File: src/hdl/nspe_pkg.sv
// Shared constants for the N-step phase extractor: field widths, stage map,
// Q1.14 correlation coefficients and the CORDIC arctangent steps.
// No dependencies.
`default_nettype none

package nspe_pkg;

   // Field widths
   localparam int SAMPLE_W    = 16;
   localparam int MAX_SAMPLES = 8;
   localparam int MIN_SAMPLES = 3;
   localparam int REQ_DATA_W  = SAMPLE_W * MAX_SAMPLES;
   localparam int PHASE_W     = 15;
   localparam int AMP_W       = 17;
   localparam int BIAS_W      = 16;
   localparam int THR_W       = 16;
   localparam int RSP_DATA_W  = PHASE_W + AMP_W + BIAS_W;

   // Internal widths
   localparam int COEF_W       = 16;
   localparam int PROD_W       = 32;  // sample * coefficient, |p| < 2^30
   localparam int PART_W       = 33;  // sum of four products
   localparam int CORR_W       = 34;  // full correlation, Q.22
   localparam int CS_W         = 22;  // rounded correlation, Q.10
   localparam int SUM_W        = 19;  // sum of up to eight samples
   localparam int SQ_W         = 41;
   localparam int MAG2_W       = 42;
   localparam int ROOT_W       = MAG2_W / 2;
   localparam int REM_W        = ROOT_W + 2;
   localparam int CORDIC_W     = 32;
   localparam int ANG_W        = 20;  // Q.16 radians
   localparam int CORDIC_ITERS = 16;

   // Stage map, stage 1 is loaded from the input beat
   localparam int ST_PROD      = 1;
   localparam int ST_PART      = 2;
   localparam int ST_TOT       = 3;
   localparam int ST_ROUND     = 4;
   localparam int MAG_STAGES   = ROOT_W + 2;
   localparam int COR_STAGES   = CORDIC_ITERS + 2;
   localparam int ST_MAG_FIRST = ST_ROUND + 1;
   localparam int ST_MAG_LAST  = ST_MAG_FIRST + MAG_STAGES - 1;
   localparam int ST_COR_FIRST = ST_ROUND + 1;
   localparam int ST_COR_LAST  = ST_COR_FIRST + COR_STAGES - 1;
   localparam int ST_OUT       = ST_MAG_LAST + 1;
   localparam int NST          = ST_OUT;

   localparam logic [THR_W-1:0]          THR_RESET = 16'd2560;
   localparam logic [AMP_W-1:0]          AMP_MAX   = '1;
   localparam logic signed [ANG_W-1:0]   PI_Q16    = 20'sd205887;
   localparam logic signed [PHASE_W-1:0] PI_Q12    = 15'sd12868;

   // Rows are indexed by sample count minus three
   localparam logic signed [COEF_W-1:0] SIN_Q14 [0:5][0:7] = '{
      '{16'sd0, 16'sd14189, -16'sd14189, 16'sd0, 16'sd0, 16'sd0, 16'sd0, 16'sd0},
      '{16'sd0, 16'sd16384, 16'sd0, -16'sd16384, 16'sd0, 16'sd0, 16'sd0, 16'sd0},
      '{16'sd0, 16'sd15582, 16'sd9630, -16'sd9630, -16'sd15582, 16'sd0, 16'sd0,
        16'sd0},
      '{16'sd0, 16'sd14189, 16'sd14189, 16'sd0, -16'sd14189, -16'sd14189, 16'sd0,
        16'sd0},
      '{16'sd0, 16'sd12810, 16'sd15973, 16'sd7109, -16'sd7109, -16'sd15973,
        -16'sd12810, 16'sd0},
      '{16'sd0, 16'sd11585, 16'sd16384, 16'sd11585, 16'sd0, -16'sd11585,
        -16'sd16384, -16'sd11585}
   };

   localparam logic signed [COEF_W-1:0] COS_Q14 [0:5][0:7] = '{
      '{16'sd16384, -16'sd8192, -16'sd8192, 16'sd0, 16'sd0, 16'sd0, 16'sd0, 16'sd0},
      '{16'sd16384, 16'sd0, -16'sd16384, 16'sd0, 16'sd0, 16'sd0, 16'sd0, 16'sd0},
      '{16'sd16384, 16'sd5063, -16'sd13255, -16'sd13255, 16'sd5063, 16'sd0, 16'sd0,
        16'sd0},
      '{16'sd16384, 16'sd8192, -16'sd8192, -16'sd16384, -16'sd8192, 16'sd8192,
        16'sd0, 16'sd0},
      '{16'sd16384, 16'sd10215, -16'sd3646, -16'sd14761, -16'sd14761, -16'sd3646,
        16'sd10215, 16'sd0},
      '{16'sd16384, 16'sd11585, 16'sd0, -16'sd11585, -16'sd16384, -16'sd11585,
        16'sd0, 16'sd11585}
   };

   localparam logic signed [ANG_W-1:0] ATAN_Q16 [0:CORDIC_ITERS-1] = '{
      20'sd51472, 20'sd30386, 20'sd16055, 20'sd8150, 20'sd4091, 20'sd2047,
      20'sd1024, 20'sd512, 20'sd256, 20'sd128, 20'sd64, 20'sd32, 20'sd16,
      20'sd8, 20'sd4, 20'sd2
   };

endpackage

`default_nettype wire

File: src/hdl/nspe_cordic.sv
// Vectoring CORDIC for atan2(y, x): quadrant fold, one rotation per stage,
// then rounding to Q3.12 with clamp to +-pi. Depends on nspe_pkg.
`default_nettype none

module nspe_cordic (
   input  wire                                  clock,
   input  wire [nspe_pkg::COR_STAGES-1:0]       ld,
   input  wire signed [nspe_pkg::CS_W-1:0]      x_in,
   input  wire signed [nspe_pkg::CS_W-1:0]      y_in,
   output logic signed [nspe_pkg::PHASE_W-1:0]  phase
);
   import nspe_pkg::*;

   logic signed [CORDIC_W-1:0] x_ff   [0:CORDIC_ITERS-1];
   logic signed [CORDIC_W-1:0] y_ff   [0:CORDIC_ITERS-1];
   logic signed [ANG_W-1:0]    ang_ff [0:CORDIC_ITERS];
   logic                       zero_ff[0:CORDIC_ITERS];
   logic signed [PHASE_W-1:0]  phase_ff;

   logic signed [CORDIC_W-1:0] xe, ye;
   logic signed [ANG_W-1:0]    ang0;
   logic signed [ANG_W-1:0]    ang_rnd;
   logic signed [ANG_W-5:0]    ang_q12;
   logic signed [PHASE_W-1:0]  phase_in;

   // Left half plane folds to the right with a +-pi start angle
   always_comb begin
      xe   = CORDIC_W'(x_in);
      ye   = CORDIC_W'(y_in);
      ang0 = '0;
      if (x_in < 0) begin
         ang0 = y_in[CS_W-1] ? -PI_Q16 : PI_Q16;
         xe   = -xe;
         ye   = -ye;
      end
   end

   always_ff @(posedge clock) begin
      if (ld[0]) begin
         x_ff[0]    <= xe <<< 8;
         y_ff[0]    <= ye <<< 8;
         ang_ff[0]  <= ang0;
         zero_ff[0] <= (x_in == '0) && (y_in == '0);
      end
   end

   for (genvar i = 0; i < CORDIC_ITERS; i++) begin : g_iter
      always_ff @(posedge clock) begin
         if (ld[i+1]) begin
            zero_ff[i+1] <= zero_ff[i];
            ang_ff[i+1]  <= y_ff[i][CORDIC_W-1] ? ang_ff[i] - ATAN_Q16[i]
                                                : ang_ff[i] + ATAN_Q16[i];
         end
      end

      if (i < CORDIC_ITERS - 1) begin : g_xy
         logic signed [CORDIC_W-1:0] xs, ys;

         always_comb begin
            xs = x_ff[i] >>> i;
            ys = y_ff[i] >>> i;
         end

         always_ff @(posedge clock) begin
            if (ld[i+1]) begin
               if (!y_ff[i][CORDIC_W-1]) begin
                  x_ff[i+1] <= x_ff[i] + ys;
                  y_ff[i+1] <= y_ff[i] - xs;
               end else begin
                  x_ff[i+1] <= x_ff[i] - ys;
                  y_ff[i+1] <= y_ff[i] + xs;
               end
            end
         end
      end
   end

   // Round half away from zero from Q.16 to Q.12
   always_comb begin
      ang_rnd = ang_ff[CORDIC_ITERS]
              + (ang_ff[CORDIC_ITERS][ANG_W-1] ? ANG_W'(7) : ANG_W'(8));
      ang_q12 = $signed(ang_rnd[ANG_W-1:4]);
      if (zero_ff[CORDIC_ITERS]) begin
         phase_in = '0;
      end else if (ang_q12 > PI_Q12) begin
         phase_in = PI_Q12;
      end else if (ang_q12 < -PI_Q12) begin
         phase_in = -PI_Q12;
      end else begin
         phase_in = PHASE_W'(ang_q12);
      end
   end

   always_ff @(posedge clock) begin
      if (ld[CORDIC_ITERS+1]) begin
         phase_ff <= phase_in;
      end
   end

   assign phase = phase_ff;

endmodule

`default_nettype wire

File: config.mk
export PLATFORM = sky130hd
export DESIGN_NAME = nspe_cordic
export DESIGN_NICKNAME = d
export VERILOG_FILES = /design/src/hdl/nspe_pkg.sv /design/src/hdl/nspe_cordic.sv
export SDC_FILE = /design/constraint.sdc
export NUM_CORES = 2
export LEC_CHECK = 0
export ABC_CLOCK_PERIOD_IN_PS = 4900
export BUFFER_PORTS_ARGS = -buffer_cell sky130_fd_sc_hd__buf_2
export CAP_MARGIN = 10
export CORE_MARGIN = 3
export CORE_UTILIZATION = 25
export DETAILED_ROUTE_END_ITERATION = 10
export GPL_TIMING_DRIVEN = 0
export HOLD_SLACK_MARGIN = 0.15
export PLACE_DENSITY = 0.41
export REMOVE_ABC_BUFFERS = 1
export SYNTH_ARGS = -nofsm -noshare
export SYNTH_HDL_FRONTEND = slang
export SYNTH_SLANG_ARGS = --single-unit
File: constraint.sdc
create_clock -name clock -period 4.9 [get_ports clock]
set_clock_uncertainty 0.1 [all_clocks]
set_input_delay 0.49 -clock clock [delete_from_list [all_inputs] [get_ports clock]]
set_output_delay 0.49 -clock clock [all_outputs]
set_load 0.05 [all_outputs]
; Yosys cells after proc, flatten, opt, wreduce, memory -nomap -nowiden
; Memories as Yosys holds them, arrays and structs flattened.
; Index checks and enable logic that the tools add are counted.
[word_totals]
reg_bits = 15
ram_bits = 1381
in_bits = 63
output_inout_bits = 15
elab_cells = 316
n_memories = 4
[classes]
addsub = 94
order_cmp = 3
mux = 177
bitwise_logic = 30
n_reduce_logical = 5
[memory_table]
columns = name, words, word_bits, read_ports, rd_ports_with_merged_regs, write_ports, line_no
row1 = x_ff, 16, 32, 15, 0, 16, nspe_cordic.sv:14  ; logic signed [CORDIC_W-1:0] x_ff [0:CORDIC_ITERS-1];
row2 = y_ff, 16, 32, 16, 0, 16, nspe_cordic.sv:15  ; logic signed [CORDIC_W-1:0] y_ff [0:CORDIC_ITERS-1];
row3 = ang_ff, 17, 20, 17, 0, 17, nspe_cordic.sv:16  ; logic signed [ANG_W-1:0] ang_ff [0:CORDIC_ITERS];
row4 = zero_ff, 17, 1, 17, 0, 17, nspe_cordic.sv:17  ; logic zero_ff[0:CORDIC_ITERS];
[ops]
columns = op, count
row1 = $mux 32, 30
row2 = $mux 20, 18
row3 = $mux 1, 124
row4 = $add 32x18->32, 2
row5 = $add 32x19->32, 2
row6 = $add 32x20->32, 2
row7 = $add 32x21->32, 2
row8 = $add 32x22->32, 2
row9 = $add 32x23->32, 2
row10 = $add 32x24->32, 2
row11 = $add 32x25->32, 2
row12 = $add 32x26->32, 2
row13 = $add 32x27->32, 2
row14 = $add 32x28->32, 2
row15 = $add 32x29->32, 2
row16 = $add 32x30->32, 2
row17 = $add 32x31->32, 2
row18 = $sub 32x18->32, 2
row19 = $sub 32x19->32, 2
row20 = $sub 32x20->32, 2
row21 = $sub 32x21->32, 2
row22 = $sub 32x22->32, 2
row23 = $sub 32x23->32, 2
row24 = $sub 32x24->32, 2
row25 = other kinds (53), 95

; Depth between registers and ports, before layout
; An unclocked memory read counts as a cell.
[logic_depth]
depth_word = 6
mapped_depth = 22
mapped_depth_nobuf = 22

; Worst setup path before layout
; Ideal clock, no wire load.
[synth_timing]
kind = reg-to-reg
startpoint = memory x_ff[11][14] (netlist: x_ff[1][110])
endpoint = memory y_ff[12][28] (netlist: y_ff[1][156]) (data pin)
setup_time_ns = 0.258
arrival_time_ns = 4.584
slack_ns = -0.042
path_stages_with_launch = 17
period_less_slack_ns = 4.942
path_cell_list = edfxtp_1 > or3_4 > or4_1 > or4_4 > or4_4 > o41ai_1 > xnor2_1 > ha_1 > a21o_1 > nand2_1 > nand2b_1 > a221oi_1 > o21bai_1 > a2111o_1 > a31o_2 > a21oi_1 > xnor2_1
[synth_lines]
columns = element, line_no
row1 = from (decl), nspe_cordic.sv:14
row2 = to (decl), nspe_cordic.sv:15

==> flow_summary_export.csv <==
group,metric,value,unit
clocking,clk_latency,850,ps
global_route,grt.overflow.total,0,
clocking,cts_tree,"built",
layout,num-nets-final,11900,
worst_setup_path,start_kind,"register",
worst_setup_path,critPathKind,"reg -> reg",
routing,drt_iter0_markers,4624,
yosys,synth_edf_count,1235,
timing,setup_viol,3,
clocking,clock-root-buffer,"clkbuf_16",
global_route,grt_pass1_wl,435000,µm
outcome,violations,"negative setup slack",
yosys,synthArstFlopShare,0,
clocking,cts_made_buffers,163,
floorplan,die_w,639,µm
worst_setup_path,cp_max_fo,4,
routing,vias_per_cell,4.81,
floorplan,die_area,408000,µm²
yosys,synth_compound_area_frac,0.181,
outcome,status,"complete, but fails checks",
placed_design,port_buffers,77,
placed_design,place_congestion,0.844,
clocking,path_clk_slew,70,ps
timing,period_share,1.04,
global_route,grt_start_max_net_pins,74,
floorplan,die_y,639,µm
timing,worstMarginPinSlew,1140,ps
routing,ant_nets,0,
layout,fillers,41200,
run,drv_cap,0,
layout,final_common_cell,"edfxtp_1",
yosys,synth_ff_type,"edfxtp_1",
yosys,netlist_instances,10400,
layout,area_growth,16.4,%
routing,num_vias,77500,
worst_setup_path,critPathCaptureType,"register",
layout,layout_common_cells,"edfxtp_1, ha_1, xnor2_1",
timing,fin_crit,5110,ps
routing,drt-pass1-iter-count,6,
layout,stdcell_area,117000,µm²
clocking,h-tree-depth,4,
global_route,antenna_found_initial,4,
hold_path,min_path_cells,3,
clocking,cts_buffer_depth,4,
placed_design,dpl_cell_area,107000,µm²
timing,fin_ws,-211,ps
global_route,gr-usage-all-layers,0.131,
yosys,syn_avg_cell_area,9.67,µm²
yosys,synth.cell_area,100000,µm²
floorplan,rows,231,
global_route,grt_pass1_vias,76000,
routing,drc,0,
routing,wirelength,277000,µm
hold_path,worstHoldPathType,"in -> reg",
layout,drive_gt1_frac,0.0856,
timing,hold_viol,0,
yosys,synth_mux_area_frac,0.00644,
timing,relSlewSlack,0.238,
yosys,yosysSeqAreaShare,0.370,
floorplan,ios,78,
floorplan,floorplan.initialDensity,0.252,
floorplan,core_area,397000,µm²
yosys,synth_top_family_by_area,"compound AO/OA/AOI/OAI gates",
yosys,yosysUniqueCellTypes,86,
yosys,synth-seq-cells,1235,
clocking,clkSinkCount,1235,
routing,wl_per_cell,17.2,µm
yosys,yosys_warnings,0,
yosys,synthSimpleGateAreaFrac,0.133,
timing,rsz0062_at_grt,"true",
worst_setup_path,worstPathArrival,5600,ps
yosys,synthAdderAreaFrac,0.147,
worst_setup_path,r2r_cells,16,
timing,final_max_slew_viol_count,0,
worst_setup_path,crit_required,5390,ps
placed_design,hpwl,218000,µm
timing,fmax,0.196,GHz
yosys,synth_xor_area_frac,0.136,
==> metal layers <==
metal / GRT usage / part of all wire / vias to the layer above
li1: - / - / 38900
met1: 0.175 / 0.47 / 37200
met2: 0.228 / 0.48 / 1112
met3: 0.0161 / 0.033 / 302
met4: 0.0230 / 0.017 / 2
met5: 0 / 0.000040 / -
==> through the flow <==
| stage | TNS (ps) | hold WS, ps | setup slack [ps] | utilization | cells |
|---|---|---|---|---|---|
| final | -432 | 269 | -211 | 0.294 | 16100 |
| after global routing | -1250 | 246 | -303 | 0.294 | 16100 |
| after CTS | -487 | 209 | -175 | 0.289 | 16000 |
| after detailed placement | -186130 | 305 | -1730 | 0.269 | 15500 |
| after global placement | -901850 | 302 | -3100 | 0.268 | 15500 |
| after floorplan | -98.0 | 300 | -42.4 | - | 10200 |
==> sequential cells by signal (all words and copies together) (netlist names) <==
register,count
phase,15
zero_ff,17
ang_ff,320
x_ff,432
y_ff,451
==> path summary, 6_finish.rpt <==
kind | start | endpoint | slack, ps
worst min-delay path | ld[8] | x_ff[1][14] | 270
worst min register to register | ang_ff[6][9] | ang_ff[7][9] | 280
worst max-delay path | x_ff[1][110] | y_ff[1][158] | -210
worst max register to register | x_ff[1][110] | y_ff[1][158] | -210
==> cell type report <==
type                            instances  area [µm²]  share of cell area
Multi-Input combinational cell       8444       62500               0.536
Clock inverter                         92         967             0.00829
Tap cell                             5242        6560              0.0562
Antenna cell                            2        5.00           0.0000429
Sequential cell                      1235       37100               0.318
Clock buffer                          191        4270              0.0366
Timing Repair Buffer                  377        3350              0.0288
Inverter                              507        1900              0.0163
==> kinds of logic after synthesis <==
kind of cell	after synthesis
and+or+nand+nor	2769
AOI/OAI and AO/OA	2898
xor gates and xnor gates	1554
buffers and inverters	689
muxes	61
DFF	1235
adders and majority gates	1156
other	1
==> what timing repair did <==
action,CTS,global route
hold endpoints to repair,458,16
endpoints found under the setup margin,321,149
pin swaps,39,91
setup buffers,90,95
cloned,0,4
hold buffers,97,1
resized for setup,196,262
==> cell usage after synthesis (58+ instances only) <==
cell / number / area [µm²]
nor3_1: 283 / 1420
xor2_1: 518 / 4540
a21o_1: 373 / 2800
clkbuf_1: 173 / 649
a21oi_1: 983 / 4920
or3_1: 95 / 594
nand3_1: 163 / 816
nor2_1: 842 / 3160
o21a_1: 109 / 818
o21ai_0: 596 / 2980
nand4_1: 58 / 363
nand2b_1: 142 / 888
o31ai_1: 127 / 953
edfxtp_1: 1235 / 37100
a31oi_1: 72 / 450
nand2_1: 662 / 2480
nor2b_1: 134 / 838
inv_1: 503 / 1890
o21bai_1: 157 / 1180
o41ai_1: 66 / 578
and3_1: 68 / 425
xnor2_1: 1036 / 9070
nor4_1: 85 / 532
ha_1: 1115 / 14000
==> critical path: stages (launching register included) <==
cell      delay, ps
edfxtp_1        430
or3_4           410
or4_4           440
or4_4           470
or4_4           500
o21ai_4         210
xnor2_4         170
ha_4            260
a21oi_4         150
and3b_2         240
a21oi_4          90
a221oi_4        320
o21bai_4        130
a211o_1         310
a221o_1         370
a21oi_2         160
xnor2_1         100
Power is left out: the tool's default activity adds up to more than one toggle a clock period on the data nets, which glitch-free logic cannot reach.
