### config.mk
export PLATFORM = sky130hd
export DESIGN_NAME = nspe_mag
export DESIGN_NICKNAME = d
export VERILOG_FILES = /design/src/hdl/nspe_pkg.sv /design/src/hdl/nspe_mag.sv
export SDC_FILE = /design/constraint.sdc
export NUM_CORES = 2
export LEC_CHECK = 0
export BUFFER_PORTS_ARGS = -buffer_cell sky130_fd_sc_hd__buf_2
export CORE_MARGIN = 2
export CORE_UTILIZATION = 43
export DETAILED_ROUTE_END_ITERATION = 6
export PLACE_DENSITY = 0.7
export SLEW_MARGIN = 10
export SYNTH_ARGS = -nofsm -noshare
export SYNTH_HDL_FRONTEND = slang
export SYNTH_SLANG_ARGS = --single-unit
### constraint.sdc
create_clock -name clock -period 8.2 [get_ports clock]
set_input_delay 1.23 -clock clock [delete_from_list [all_inputs] [get_ports clock]]
set_output_delay 1.23 -clock clock [all_outputs]
set_load 0.03 [all_outputs]
### src/hdl/nspe_pkg.sv
// Shared constants for the N-step phase extractor: field widths, stage map,
// Q1.14 correlation coefficients and the CORDIC arctangent steps.
// No dependencies.
`default_nettype none

package nspe_pkg;

   // Field widths
   localparam int SAMPLE_W    = 16;
   localparam int MAX_SAMPLES = 8;
   localparam int MIN_SAMPLES = 3;
   localparam int REQ_DATA_W  = SAMPLE_W * MAX_SAMPLES;
   localparam int PHASE_W     = 15;
   localparam int AMP_W       = 17;
   localparam int BIAS_W      = 16;
   localparam int THR_W       = 16;
   localparam int RSP_DATA_W  = PHASE_W + AMP_W + BIAS_W;

   // Internal widths
   localparam int COEF_W       = 16;
   localparam int PROD_W       = 32;  // sample * coefficient, |p| < 2^30
   localparam int PART_W       = 33;  // sum of four products
   localparam int CORR_W       = 34;  // full correlation, Q.22
   localparam int CS_W         = 22;  // rounded correlation, Q.10
   localparam int SUM_W        = 19;  // sum of up to eight samples
   localparam int SQ_W         = 41;
   localparam int MAG2_W       = 42;
   localparam int ROOT_W       = MAG2_W / 2;
   localparam int REM_W        = ROOT_W + 2;
   localparam int CORDIC_W     = 32;
   localparam int ANG_W        = 20;  // Q.16 radians
   localparam int CORDIC_ITERS = 16;

   // Stage map, stage 1 is loaded from the input beat
   localparam int ST_PROD      = 1;
   localparam int ST_PART      = 2;
   localparam int ST_TOT       = 3;
   localparam int ST_ROUND     = 4;
   localparam int MAG_STAGES   = ROOT_W + 2;
   localparam int COR_STAGES   = CORDIC_ITERS + 2;
   localparam int ST_MAG_FIRST = ST_ROUND + 1;
   localparam int ST_MAG_LAST  = ST_MAG_FIRST + MAG_STAGES - 1;
   localparam int ST_COR_FIRST = ST_ROUND + 1;
   localparam int ST_COR_LAST  = ST_COR_FIRST + COR_STAGES - 1;
   localparam int ST_OUT       = ST_MAG_LAST + 1;
   localparam int NST          = ST_OUT;

   localparam logic [THR_W-1:0]          THR_RESET = 16'd2560;
   localparam logic [AMP_W-1:0]          AMP_MAX   = '1;
   localparam logic signed [ANG_W-1:0]   PI_Q16    = 20'sd205887;
   localparam logic signed [PHASE_W-1:0] PI_Q12    = 15'sd12868;

   // Rows are indexed by sample count minus three
   localparam logic signed [COEF_W-1:0] SIN_Q14 [0:5][0:7] = '{
      '{16'sd0, 16'sd14189, -16'sd14189, 16'sd0, 16'sd0, 16'sd0, 16'sd0, 16'sd0},
      '{16'sd0, 16'sd16384, 16'sd0, -16'sd16384, 16'sd0, 16'sd0, 16'sd0, 16'sd0},
      '{16'sd0, 16'sd15582, 16'sd9630, -16'sd9630, -16'sd15582, 16'sd0, 16'sd0,
        16'sd0},
      '{16'sd0, 16'sd14189, 16'sd14189, 16'sd0, -16'sd14189, -16'sd14189, 16'sd0,
        16'sd0},
      '{16'sd0, 16'sd12810, 16'sd15973, 16'sd7109, -16'sd7109, -16'sd15973,
        -16'sd12810, 16'sd0},
      '{16'sd0, 16'sd11585, 16'sd16384, 16'sd11585, 16'sd0, -16'sd11585,
        -16'sd16384, -16'sd11585}
   };

   localparam logic signed [COEF_W-1:0] COS_Q14 [0:5][0:7] = '{
      '{16'sd16384, -16'sd8192, -16'sd8192, 16'sd0, 16'sd0, 16'sd0, 16'sd0, 16'sd0},
      '{16'sd16384, 16'sd0, -16'sd16384, 16'sd0, 16'sd0, 16'sd0, 16'sd0, 16'sd0},
      '{16'sd16384, 16'sd5063, -16'sd13255, -16'sd13255, 16'sd5063, 16'sd0, 16'sd0,
        16'sd0},
      '{16'sd16384, 16'sd8192, -16'sd8192, -16'sd16384, -16'sd8192, 16'sd8192,
        16'sd0, 16'sd0},
      '{16'sd16384, 16'sd10215, -16'sd3646, -16'sd14761, -16'sd14761, -16'sd3646,
        16'sd10215, 16'sd0},
      '{16'sd16384, 16'sd11585, 16'sd0, -16'sd11585, -16'sd16384, -16'sd11585,
        16'sd0, 16'sd11585}
   };

   localparam logic signed [ANG_W-1:0] ATAN_Q16 [0:CORDIC_ITERS-1] = '{
      20'sd51472, 20'sd30386, 20'sd16055, 20'sd8150, 20'sd4091, 20'sd2047,
      20'sd1024, 20'sd512, 20'sd256, 20'sd128, 20'sd64, 20'sd32, 20'sd16,
      20'sd8, 20'sd4, 20'sd2
   };

endpackage

`default_nettype wire

### src/hdl/nspe_mag.sv
// Magnitude pipeline: squares the rounded correlations, adds them and takes
// the floor square root one result bit per stage. Depends on nspe_pkg.
`default_nettype none

module nspe_mag (
   input  wire                                  clock,
   input  wire [nspe_pkg::MAG_STAGES-1:0]       ld,
   input  wire signed [nspe_pkg::CS_W-1:0]      cs,
   input  wire signed [nspe_pkg::CS_W-1:0]      cc,
   output logic [nspe_pkg::ROOT_W-1:0]          root
);
   import nspe_pkg::*;

   logic signed [2*CS_W-1:0] sqs_full, sqc_full;
   logic [SQ_W-1:0]          sqs_ff, sqc_ff;
   logic [MAG2_W-1:0]        mag2_ff;
   logic [REM_W-1:0]         rem_ff  [1:ROOT_W-1];
   logic [ROOT_W-1:0]        root_ff [1:ROOT_W];
   logic [MAG2_W-1:0]        rad_ff  [1:ROOT_W-1];

   always_comb begin
      sqs_full = cs * cs;
      sqc_full = cc * cc;
   end

   always_ff @(posedge clock) begin
      if (ld[0]) begin
         sqs_ff <= SQ_W'(sqs_full);
         sqc_ff <= SQ_W'(sqc_full);
      end
      if (ld[1]) begin
         mag2_ff <= MAG2_W'(sqs_ff) + MAG2_W'(sqc_ff);
      end
   end

   // Digit j decides root bit ROOT_W-j from the next two radicand bits
   for (genvar j = 1; j <= ROOT_W; j++) begin : g_dig
      logic [REM_W-1:0]  r_prev;
      logic [ROOT_W-1:0] q_prev;
      logic [MAG2_W-1:0] d_prev;
      logic [REM_W+1:0]  trial, tval;
      logic              take;

      if (j == 1) begin : g_first
         assign r_prev = '0;
         assign q_prev = '0;
         assign d_prev = mag2_ff;
      end else begin : g_next
         assign r_prev = rem_ff[j-1];
         assign q_prev = root_ff[j-1];
         assign d_prev = rad_ff[j-1];
      end

      always_comb begin
         trial = {r_prev, d_prev[MAG2_W-1 -: 2]};
         tval  = (REM_W+2)'({q_prev, 2'b01});
         take  = (trial >= tval);
      end

      always_ff @(posedge clock) begin
         if (ld[j+1]) begin
            root_ff[j] <= {q_prev[ROOT_W-2:0], take};
         end
      end

      if (j < ROOT_W) begin : g_carry
         always_ff @(posedge clock) begin
            if (ld[j+1]) begin
               rem_ff[j] <= take ? REM_W'(trial - tval) : REM_W'(trial);
               rad_ff[j] <= {d_prev[MAG2_W-3:0], 2'b00};
            end
         end
      end
   end

   assign root = root_ff[ROOT_W];

endmodule

`default_nettype wire

Word level (Yosys, flattened, before mapping)
Memories as Yosys holds them, arrays and structs flattened.
Cells that the tools add are included.

storage, ports and cells
  memory bits (writable) = 1701
  flip-flop bits (word level) = 124
  logic and storage cells = 112
  output and inout bits = 21
  input port bits = 68
  memories = 3

memories
  name     depth  width  read ports  clocked after Yosys merged registers in  write ports  RTL line        text
  rad_ff   20     40     20          0                                        20           nspe_mag.sv:19  logic [MAG2_W-1:0] rad_ff [1:ROOT_W-1];
  rem_ff   20     23     20          0                                        20           nspe_mag.sv:17  logic [REM_W-1:0] rem_ff [1:ROOT_W-1];
  root_ff  21     21     21          0                                        21           nspe_mag.sv:18  logic [ROOT_W-1:0] root_ff [1:ROOT_W];

operators by class
  multipliers = 2
  add/subtract/negate cells = 21
  $lt $le $gt $ge = 21
  mux-type cells = 62

operators with widths
  kind                                                 number
  >= comparator 25 x 23 -> 1 bit                       20
  two-way mux 23 bit                                   20
  subtractor 23 bit                                    19
  multiplier 22 x 22 -> 41 bit                         2
  adder 41 x 41 -> 42 bit                              1
  two-way mux 1 bit                                    42
  subtractor 2 x 1 -> 3 bit, second input constant     1
  >= comparator 2 x 1 -> 1 bit, second input constant  1

Longest topological paths before layout
An unclocked memory read counts as a cell.

  word-level depth = 3
  mapped depth = 27
  depth with buffers taken out = 24

Worst setup path after synthesis
Ideal clock, no wire load.

  kind = input to register
  start = input cc[21] in the netlist's numbering
  end = register sqc_ff[40], data pin
  data required time = 7.931 ns
  path slack = 0.372 ns
  stages = 25
  arrival = 7.559 ns
  path buffers = 3
  setup time = 0.269 ns
  path through = clkbuf_1 clkbuf_1 nand2_1 inv_1 fa_1 fa_1 inv_1 fa_1 inv_1 fa_1 fa_1 fa_1 inv_1 fa_1 inv_1 ha_1 clkbuf_1 a21oi_1 nor2b_1 o21ai_0 a211o_1 a2bb2oi_1 a31oi_1 o21a_1 o211ai_1

on the way
  longest elaborated chain between the ends = 1

ends and longest elaborated chain
  item                          RTL line        text
  start: declaration            nspe_mag.sv:9   input wire signed [nspe_pkg::CS_W-1:0] cc,
  multiplier 22 x 22 -> 41 bit  nspe_mag.sv:23  sqc_full = cc * cc;
  named net sqc_full[40]        nspe_mag.sv:14  logic signed [2*CS_W-1:0] sqs_full, sqc_full;
  end signal: assignment        nspe_mag.sv:29  sqc_ff <= SQ_W'(sqc_full);
  end: declaration              nspe_mag.sv:15  logic [SQ_W-1:0] sqs_ff, sqc_ff;

The timed path passes the listed nets, and every way through them passes these cells.
A chain may end at the register's enable or synchronous reset.

Final worst setup path
  start = input cc[2] in the netlist's numbering
  end = register sqc_ff[35], data pin

The elaborated chain is that of the path after synthesis.

==> impl_metrics.env <==
export IMPL_start_util=0.432
export IMPL_fmaxAchievable_mhz=131
export IMPL_firstDrtPassIters=7
export IMPL_fin_cells=10492
export IMPL_ant_nets=0
export IMPL_required_ns=8.65
export IMPL_r2r_cells=10
export IMPL_hold_buffers=0
export IMPL_busiest_layer="met2"
export IMPL_drv_cap=0
export IMPL_syn_area_um2=86200
export IMPL_syn_to_final_growth_pct=9.43
export IMPL_worstReg2RegEnd="rem_ff[18][22]"
export IMPL_grt_pass1_vias=57014
export IMPL_grt_overflow=0
export IMPL_cp_startpoint="cc[2]"
export IMPL_dp_cells=10271
export IMPL_grt_met2_usage=0.316
export IMPL_cp_start_kind="input port"
export IMPL_drcViolationCount=0
export IMPL_ys_flop_type="edfxtp_1"
export IMPL_utilization=0.473
export IMPL_synth_edf_count=1203
export IMPL_final_net_count=9234
export IMPL_hp_class="reg2reg"
export IMPL_drive_above_1_share=0.0625
export IMPL_cts_tree="yes"
export IMPL_vias=53789
export IMPL_cts_clk_slew_worst_paths_ns=0.06
export IMPL_finalCriticalPeriod_ns=7.65
export IMPL_dp_hpwl_um=142000
export IMPL_rows=164
export IMPL_maxSlewViolCount=0
export IMPL_slew_limit_headroom=0.205
export IMPL_numPortBuffers=88
export IMPL_io_pins=89
export IMPL_tightest_slew_ns=1.19
export IMPL_hold_ws_ns=0.373
export IMPL_cp_max_fo=14
export IMPL_setup_violations=0
export IMPL_post_route_period_util=0.932
export IMPL_grtUsageTotal=0.176
export IMPL_finalHoldViolations=0
export IMPL_synth_cell_types=87
export IMPL_grt_setup_unrepaired="no"
export IMPL_async_flop_share=0
export IMPL_die_height_um=452
export IMPL_die_area_um2=204000
export IMPL_grt_pass1_wl_um=292000
export IMPL_ctsHtreeMaxLevel=3
export IMPL_hold_path_end="rad_ff[6][28]"
export IMPL_cts_inserted_buffers=117
export IMPL_ys_seq_area_frac=0.419
export IMPL_reg2reg_from="rad_ff[17][39]"
export IMPL_worstHoldPathCells=0
export IMPL_drtIter0Drc=3257
export IMPL_endpoint_kind="flip-flop"
export IMPL_use_met1=0.219
export IMPL_fin_skew_ns=0.0820
export IMPL_reg2reg_slack_ns=4.17
export IMPL_cts_sinks=1203
export IMPL_via_per_inst=5.13
export IMPL_cts_setup_buffers=0
export IMPL_cts_max_path_buffers=3
export IMPL_routed_wl_um=177000
export IMPL_use_met3=0.0219
export IMPL_synthCells=7556
export IMPL_worstPathArrival_ns=8.09
export IMPL_routedWlPerCell_um=16.8
export IMPL_avgSynthCellArea_um2=11.4
export IMPL_grt_max_degree=81
export IMPL_routabilityCongestion=0.916
export IMPL_antenna_found_initial=7
export IMPL_yosysWarnings=0
export IMPL_criticalPathCategory="in2reg"
export IMPL_synth_seq_cells=1203
export IMPL_cts_root_buffer="clkbuf_16"
export IMPL_core_area_um2=199000
export IMPL_outcome="complete, no violations"
export IMPL_cts_resized=0
export IMPL_die_w_um=452
export IMPL_clkLatencyLatePin_ns=0.75
export IMPL_hold_start="rad_ff[5][26]"
## registers in the layout, summed over array words and instances (netlist names)
register      cells
rad_ff          420
sqs_ff           40
g_dig.d_prev     42
sqc_ff           40
root_ff         231
rem_ff          430
## placed cells by master (no fill, tap or decap), types with 21 or more instances in the layout
master     count
or3_1         54
nor2_1       376
edfxtp_1    1203
xor2_1       185
and2_1       148
buf_2         87
ha_1         568
mux2_2        44
nand2b_1      80
fa_1         864
clkinv_1      26
a21oi_1      313
a211oi_1      42
o21bai_1      27
clkbuf_16    119
nand2_1      577
a31oi_1       22
inv_1       1477
or4_1         21
a21o_1       111
nor3_1       124
o21ai_0      241
o21a_1        51
clkinv_2      26
or2_2         26
o211ai_1      39
o31ai_1       32
nor2b_1       54
and3_1        27
nand3_1       95
nor4_1        55
buf_4        121
xnor2_1      297
nand4_1       44
## worst max path at each step
stage | to | slack, ns
after floorplan | sqc_ff[40] | 0.37
after global placement | sqc_ff[37] | -0.06
after detailed placement | sqc_ff[35] | -0.16
after CTS | sqc_ff[35] | 0.58
after global routing | sqc_ff[35] | 0.21
final | sqc_ff[35] | 0.55
## cell families (layout without fill, tap and decap cells)
kind of cell | after synthesis | after routing | share of synthesized area
AND/OR/NAND/NOR | 1748 | 1748 | 0.0985
buffers and inverters | 1634 | 1912 | 0.0713
adder cells (fa/ha/maj) | 1432 | 1432 | 0.283
flip-flops | 1203 | 1203 | 0.419
AO/OA/AOI/OAI | 1005 | 1005 | 0.0728
XOR/XNOR | 482 | 482 | 0.0489
multiplexers | 51 | 51 | 0.00656
other | 1 | 3 | 0.0000435
## area by class of cell
class                           instances  area (µm²)
Tap cell                             2656        3320
Sequential cell                      1203       36100
Antenna cell                            1        2.50
Clock buffer                          138        3050
Fill cell                           17756      105000
Clock inverter                         82         921
Multi-Input combinational cell       4720       44000
Inverter                             1481        5560
Timing Repair Buffer                  211        1400
## per-layer routing
layer,vias to the layer above,routed length (µm)
li1,25473,-
met1,26655,72600
met2,1312,90600
met3,347,7490
met4,2,6070
met5,-,8
## Yosys cell counts (9+ instances only)
library cell / n / area share
and3_1: 27 / 0.0020
and2_1: 148 / 0.011
nand4b_1: 12 / 0.0012
a31o_2: 9 / 0.00091
a21o_1: 111 / 0.0097
xnor2_1: 297 / 0.030
a211oi_1: 42 / 0.0037
or3_1: 54 / 0.0039
nor2_1: 376 / 0.016
nor4_1: 55 / 0.0040
edfxtp_1: 1203 / 0.42
or2_2: 26 / 0.0019
clkbuf_1: 140 / 0.0061
o211ai_1: 39 / 0.0034
xor2_1: 185 / 0.019
a21oi_1: 314 / 0.018
nand3b_1: 14 / 0.0012
nor2b_1: 54 / 0.0039
o21ai_0: 241 / 0.014
nand3_1: 95 / 0.0055
ha_1: 568 / 0.082
nand2_1: 577 / 0.025
inv_1: 1477 / 0.064
nand4_1: 44 / 0.0032
a211o_1: 12 / 0.0012
nor3b_1: 11 / 0.00096
a31oi_1: 22 / 0.0016
nand2b_1: 80 / 0.0058
mux2_2: 44 / 0.0057
nor3_1: 124 / 0.0072
fa_1: 864 / 0.20
o21a_1: 51 / 0.0044
or4_1: 21 / 0.0018
a21boi_0: 13 / 0.0011
o21bai_1: 27 / 0.0024
o31ai_1: 32 / 0.0028
o41ai_1: 10 / 0.0010
## critical path, cell delays in order
cell and delay (ns):
buf_2 0.36, and2_1 0.26, fa_1 0.48, fa_1 0.68, inv_1 0.26, fa_1 0.60
inv_1 0.05, fa_1 0.52, fa_1 0.45, fa_1 0.55, inv_1 0.06, fa_1 0.53
inv_1 0.04, ha_1 0.34, nand2_1 0.09, inv_1 0.10, nand4_1 0.21, nor4_1 0.29
a21oi_1 0.17, a31oi_1 0.47, o21ai_0 0.18, xnor2_1 0.15
## per-stage QoR
| step | area, µm² | setup TNS, ns | setup WS, ns |
|---|---|---|---|
| global placement | 90400 | -0.118 | -0.0596 |
| global route | 94400 | 0 | 0.206 |
| CTS | 94400 | 0 | 0.581 |
| finish | 94400 | 0 | 0.554 |
| floorplan | 86300 | 0 | 0.372 |
| detailed placement | 90400 | -0.440 | -0.159 |
Power is left out: the tool's default activity adds up to more than one toggle a clock period on the data nets, which glitch-free logic cannot reach.
